==> config.mk <==
export PLATFORM = sky130hd
export DESIGN_NAME = m3i_fifo
export DESIGN_NICKNAME = d
export VERILOG_FILES = /design/src/hw/rtl/m3i_pkg.sv /design/src/hw/rtl/m3i_fifo.sv
export VERILOG_INCLUDE_DIRS = /design/src /design/src/hw/rtl
export SDC_FILE = /design/constraint.sdc
export NUM_CORES = 2
export LEC_CHECK = 0
export BUFFER_PORTS_ARGS = -buffer_cell sky130_fd_sc_hd__buf_2
export CAP_MARGIN = 20
export CORE_MARGIN = 1.5
export CORE_UTILIZATION = 34
export CTS_CLUSTER_SIZE = 10
export DETAILED_ROUTE_END_ITERATION = 10
export SLEW_MARGIN = 20
export SYNTH_ARGS = -nofsm -noshare
export SYNTH_HDL_FRONTEND = slang
export SYNTH_SLANG_ARGS = --single-unit
==> constraint.sdc <==
create_clock -name clk_i -period 25.1 [get_ports clk_i]
set_input_delay 5.02 -clock clk_i [delete_from_list [all_inputs] [get_ports clk_i]]
set_output_delay 5.02 -clock clk_i [all_outputs]
set_load 0.005 [all_outputs]
==> src/hw/rtl/matrix3x3_inverse_unit_assert.svh <==
// Assertion helpers, clocked on clk_i and disabled while rst_ni is low.
`ifndef MATRIX3X3_INVERSE_UNIT_ASSERT_SVH
`define MATRIX3X3_INVERSE_UNIT_ASSERT_SVH

// Property holds at every edge.
`define M3I_ASSERT(lbl, prop, msg) \
  lbl: assert property (@(posedge clk_i) disable iff (!rst_ni) (prop)) else $error(msg);

// Antecedent in one cycle implies consequent in the next.
`define M3I_ASSERT_NEXT(lbl, ante, cons, msg) \
  lbl: assert property (@(posedge clk_i) disable iff (!rst_ni) (ante) |=> (cons)) \
    else $error(msg);

`endif

==> src/hw/rtl/m3i_pkg.sv <==
package m3i_pkg;

  localparam int unsigned FRAC_BITS = 16;
  localparam int unsigned NUM_ELEM  = 9;
  localparam int unsigned ELEM_W    = 32;
  localparam int unsigned ADJ_W     = 2 * ELEM_W;
  localparam int unsigned HALF_W    = ADJ_W / 2;
  localparam int unsigned LO_W      = ELEM_W + HALF_W + 1;
  localparam int unsigned DET_W     = ELEM_W + ADJ_W + 2;
  localparam int unsigned THR_W     = 31;
  localparam int unsigned LIM_W     = THR_W + 2 * FRAC_BITS;
  localparam int unsigned NUM_W     = ADJ_W + 2 * FRAC_BITS;
  localparam int unsigned QB        = ELEM_W + 1;
  localparam int unsigned DIV_W     = DET_W + QB;

  localparam int unsigned FIFO_DEPTH = 4;
  localparam int unsigned FIFO_AW    = 2;
  localparam int unsigned FIFO_CW    = 3;

  localparam int unsigned ADDR_W = 3;
  localparam logic [ADDR_W-1:0] REG_THR_ADDR = 3'd0;
  localparam logic [THR_W-1:0]  THR_RESET    = 31'd7;

  // Cofactor terms per adjugate entry: e[a]*e[b] - e[c]*e[d], flat index r*3+c.
  localparam int unsigned ADJ_TERM [NUM_ELEM][4] = '{
    '{4, 8, 5, 7}, '{2, 7, 1, 8}, '{1, 5, 2, 4},
    '{5, 6, 3, 8}, '{0, 8, 2, 6}, '{2, 3, 0, 5},
    '{3, 7, 4, 6}, '{1, 6, 0, 7}, '{0, 4, 1, 3}
  };

  typedef logic signed [ELEM_W-1:0] elem_t;
  typedef logic signed [ADJ_W-1:0]  adj_t;

  typedef struct packed {
    adj_t [NUM_ELEM-1:0] adj;
    logic [DET_W-1:0]    dmag;
    logic                dneg;
    logic                singular;
  } m3i_job_t;

endpackage

==> src/hw/rtl/m3i_fifo.sv <==
module m3i_fifo import m3i_pkg::*; (
  input  logic     clk_i,
  input  logic     rst_ni,
  input  logic     push_i,
  input  m3i_job_t data_i,
  output logic     full_o,
  input  logic     pop_i,
  output logic     empty_o,
  output m3i_job_t data_o
);

  m3i_job_t             mem_q [FIFO_DEPTH];
  logic [FIFO_AW-1:0]   wr_q, rd_q;
  logic [FIFO_CW-1:0]   count_q;

  assign full_o  = (count_q == FIFO_CW'(FIFO_DEPTH));
  assign empty_o = (count_q == '0);
  assign data_o  = mem_q[rd_q];

  always_ff @(posedge clk_i or negedge rst_ni) begin
    if (!rst_ni) begin
      wr_q    <= '0;
      rd_q    <= '0;
      count_q <= '0;
    end else begin
      if (push_i) wr_q <= wr_q + 1'b1;
      if (pop_i)  rd_q <= rd_q + 1'b1;
      count_q <= count_q + FIFO_CW'(push_i) - FIFO_CW'(pop_i);
    end
  end

  always_ff @(posedge clk_i) begin
    if (push_i) mem_q[wr_q] <= data_i;
  end

  `include "matrix3x3_inverse_unit_assert.svh"

  `M3I_ASSERT(a_push_room, push_i |-> !full_o, "push into full queue")
  `M3I_ASSERT(a_pop_data, pop_i |-> !empty_o, "pop from empty queue")
  `M3I_ASSERT_NEXT(a_count_up, push_i && !pop_i, count_q == $past(count_q) + 1'b1, "count slip")

endmodule

==> Word level (Yosys, flattened, before mapping) <==
Memory sizes are Yosys's and may differ from the RTL's.
Cells that the tools add are included.
{ "op_classes": {"add_sub_neg": 4, "eq_ne": 1, "n_reduce_logical": 1, "n_mux": 2} }
{ "ops": {"columns": ["op", "count"], "rows": [
  ["adder 2 x 1 -> 2 bit (second input constant)", 2],
  ["adder 3 x 1 -> 3 bit", 1],
  ["equality test 3 bit (second input constant)", 1],
  ["logical NOT 3 bit", 1],
  ["subtractor 3 x 1 -> 3 bit", 1],
  ["2-to-1 mux 1 bit", 2]
]} }
{ "totals": {"word_cells": 12, "ramBits": 2704, "n_memories": 1, "regBits": 7, "out_inout_bits": 678, "input_bits": 680} }
{ "mem_list": {"columns": ["name", "depth", "word_bits", "read_ports", "rd_ports_with_merged_regs", "write_ports", "line_no", "rtl"], "rows": [
  ["mem_q", 4, 676, 1, 0, 1, "m3i_fifo.sv:12", "m3i_job_t mem_q [FIFO_DEPTH];"]
]} }

==> Logic depth before layout (Yosys ltp) <==
{ "logic_depth": {"ltp_word": 2, "mapped_depth": 7, "depth_no_buf": 7} }

==> Worst setup path before layout <==
No wires, ideal clock.
{ "synth_path": {"kind": "input -> register", "from": "input push_i", "to": "memory mem_q[0][0] (netlist bit), enable pin", "arrival_time_ns": 20.167, "path_stages": 1, "path_buffers": 0, "setup_time_ns": 1.129, "slack_ns": 3.805, "required_ns": 23.971, "path_cell_list": "and2_1"} }
{ "synth_via": {"elab_chain_len": 2} }
{ "synth_rtl": {"columns": ["element", "line_no", "rtl"], "rows": [
  ["from (decl)", "m3i_fifo.sv:4", "input logic push_i,"],
  ["2-to-1 mux 1 bit", "m3i_fifo.sv:33", "if (push_i) mem_q[wr_q] <= data_i;"],
  ["2-to-1 mux 1 bit (implied by the code)", "m3i_fifo.sv:33", null],
  ["to (decl)", "m3i_fifo.sv:12", null]
]} }
Every way passes these cells.

==> run_results.csv <==
group,metric,value,unit
global_route,grt_max_degree,139,
timing,slew_headroom,0.298,
timing,finalCriticalPeriod,10.75,ns
yosys,synth_top_area_share,0.829,
drt,met1_length,93900,um
global_route,antenna_found_initial,187,
drt,first_pass_iters,8,
timing,skew,0.0689,ns
yosys,synth_edf_count,2704,
yosys,synth-seq-area-share,0.831,
placed_design,dp_hpwl,169000,um
pwr,p_seq_frac,0.434,
yosys,avgSynthCellArea,27.5,um2
clock_tree,cts_setup_buffers,0,
yosys,synth-warning-count,0,
placed_design,dp_cells,8599,
timing,rsz0062_at_grt,"false",
die,die_w,540,um
yosys,synthTopCellsByArea,"edfxtp_1 83%, mux4_2 16%, buf_6 0.55%, buf_2 0.30%, buf_4 0.18%",
die,die_area,0.291,mm2
drt,vias,45700,
timing,worstMarginPinSlew,1.05,ns
yosys,yosys.area.top_type,"edfxtp_1",
placed_design,place_area,0.109,mm2
yosys,async_flop_share,0.00258,
critical_path,worst_setup_path_start_kind,"flip-flop",
die,fp.coreArea,0.286,mm2
drt,met3WireLength,28000,um
global_route,grtUsageTotal,0.168,
critical_path,crit_arrival,5.73,ns
cells_and_area,layout_common_cells,"2704 x edfxtp_1, 1357 x buf_2, 676 x mux4_2",
critical_path,r2r_slack,19.53,ns
critical_path,end_kind,"output port",
cells_and_area,finalNetCount,5841,
run,max_cap_viol_count,0,
clock_tree,ctsHoldBuffers,0,
clock_tree,cts_resized,0,
clock_tree,clk_latency,0.87,ns
yosys,syn-num-nets,4252,
pwr,swShare,0.294,
critical_path,required,20.08,ns
drt,viasPerCell,5.04,
drt,wl,252000,um
pwr,p_sw,4.13,mW
drt,dr_wl_met2,121000,um
critical_path,path_class,"reg -> out",
drt,drc_errors,0,
drt,antenna_left,0,
global_route,grt-ovfl-total,0,
die,rows,196,
pwr,p_int,9.93,mW
yosys,ys_ff_latch,2711,
clock_tree,clockBufferDepth,4,
cells_and_area,nFillCells,24700,
timing,setup_viol,0,
clock_tree,cts_root_buffer,"clkbuf_16",
clock_tree,clkSlewWorstSetupHoldPaths,0.05,ns
global_route,grt_pass1_wl,354000,um
cells_and_area,syn_to_final_growth,20.5,%
drt,drt-initial-drc-count,4330,
yosys,synth_ff_type,"edfxtp_1",
clock_tree,htree_levels,5,
timing,hold_viol_final,0,
cells_and_area,final_util,0.413,
pwr,vdd_drop_max,0.0957,mV
timing,fin_tns_setup,0,ns
hold_path,hold_depth,1,
pwr,powerDensity,119,mW/mm2
hold_path,holdCritPathClass,"reg -> reg",
yosys,netlist_area,0.0979,mm2
global_route,grt_pass1_vias,47200,
die,initial_utilization,0.343,
pwr,pwr-share-clk,0.286,
clock_tree,cts_sinks,2711,
timing,post-route-period-util,0.428,
clock_tree,cts_tree,"done",
cells_and_area,final_cells,9078,
timing,slew_viol_final,0,
drt,highest_layer,"met5",
timing,max_freq,93.0,MHz
critical_path,worst-path-max-fanout,128,
critical_path,r2r_cells,8,
pwr,comb_power_share,0.279,
placed_design,gp_congestion,0.832,
clock_tree,cts_made_buffers,314,
die,num_io_pins,1358,
die,die_height,540,um
cells_and_area,finalInstanceArea,0.118,mm2
cells_and_area,multiInputGateArea,0.0154,mm2
yosys,synthCells,3565,
yosys,yosysUniqueCellTypes,18,
cells_and_area,regArea,0.0814,mm2
outcome,status,"finished, final reports clean",
placed_design,io_buffers,1357,
pwr,leakagePower,39.3,nW
drt,routedWlPerCell,27.8,um
cells_and_area,final_common_cell,"edfxtp_1",
cells_and_area,drive_gt1_frac,0.469,
## power by group through the flow
stage	Sequential, mW	Combinational [mW]	Clock, mW
5_1_grt	6.17	4.19	4.28
3_5_place_dp	6.21	4.02	0
3_3_place_gp	6.16	4.03	0
6_report	6.11	3.93	4.03
4_1_cts	6.12	4.04	4.12
2_1_floorplan	6.80	2.27	0
## sequential cells by signal (all words and copies together) (netlist names)
signal   flops
mem_q     2704
count_q      3
rd_q         2
wr_q         2
## worst max-delay path, cell delays in order (launching register included)
cell     delay, ns
dfrtp_4       1.03
buf_12        0.67
buf_4         0.74
buf_4         0.63
buf_4         0.92
mux4_2        0.42
buf_2         0.16
## per-stage QoR
stage          hold slack, ns  power, mW  setup slack, ns
2_1_floorplan           0.491       9.07             3.80
4_1_cts                 0.547       14.3            14.11
5_1_grt                 0.576       14.6            13.91
3_5_place_dp            0.536       10.2            14.87
6_report                0.556       14.1            14.35
3_3_place_gp            0.509       10.2            14.79
## cells in the mapped netlist, types with 2 or more instances
cell type,n
nand2_1,2
xor2_1,2
buf_2,59
xnor2_1,3
clkbuf_1,14
mux4_2,676
buf_1,6
buf_6,48
dfrtp_1,7
ha_1,6
buf_4,24
inv_1,6
and2_1,4
edfxtp_1,2704
## layout make-up
type / count / share of cell area
antenna: 84 / 0.00178
clock buffer: 356 / 0.0685
clock inverter: 38 / 0.00615
inverter: 6 / 0.000191
multi-input combinational: 697 / 0.131
sequential: 2711 / 0.690
tap: 3762 / 0.0399
timing repair buffer: 1424 / 0.0630
## metal layers
layer,vias up,track usage
met1,24000,0.203
met2,2121,0.269
met4,126,0.0625
li1,18800,-
met3,617,0.0711
met5,-,0
## path summary, 6_finish.rpt
kind / start / end
setup / recovery: rd_q[1] / data_o[519]
hold / removal: wr_q[0] / wr_q[0]
setup reg to reg: wr_q[1] / mem_q[1][252]
hold reg to reg: wr_q[0] / wr_q[0]
max in group asynchronous: rst_ni / rd_q[1]
min in group asynchronous: rst_ni / count_q[0]
## logic make-up (layout without fill, tap and decap cells)
group                      after synthesis  after routing  share of synthesized area
muxes                                  676            676                      0.156
AOI/OAI and AO/OA                        1              1                  0.0000511
xor gates and xnor gates                 5              5                   0.000447
adders and majority gates                7              7                   0.000971
DFF                                   2711           2711                      0.831
and+or+nand+nor                          8              8                   0.000447
other                                    0             84                          0
buffers and inverters                  157           1824                     0.0114
Power figures use the tool's default switching activity.
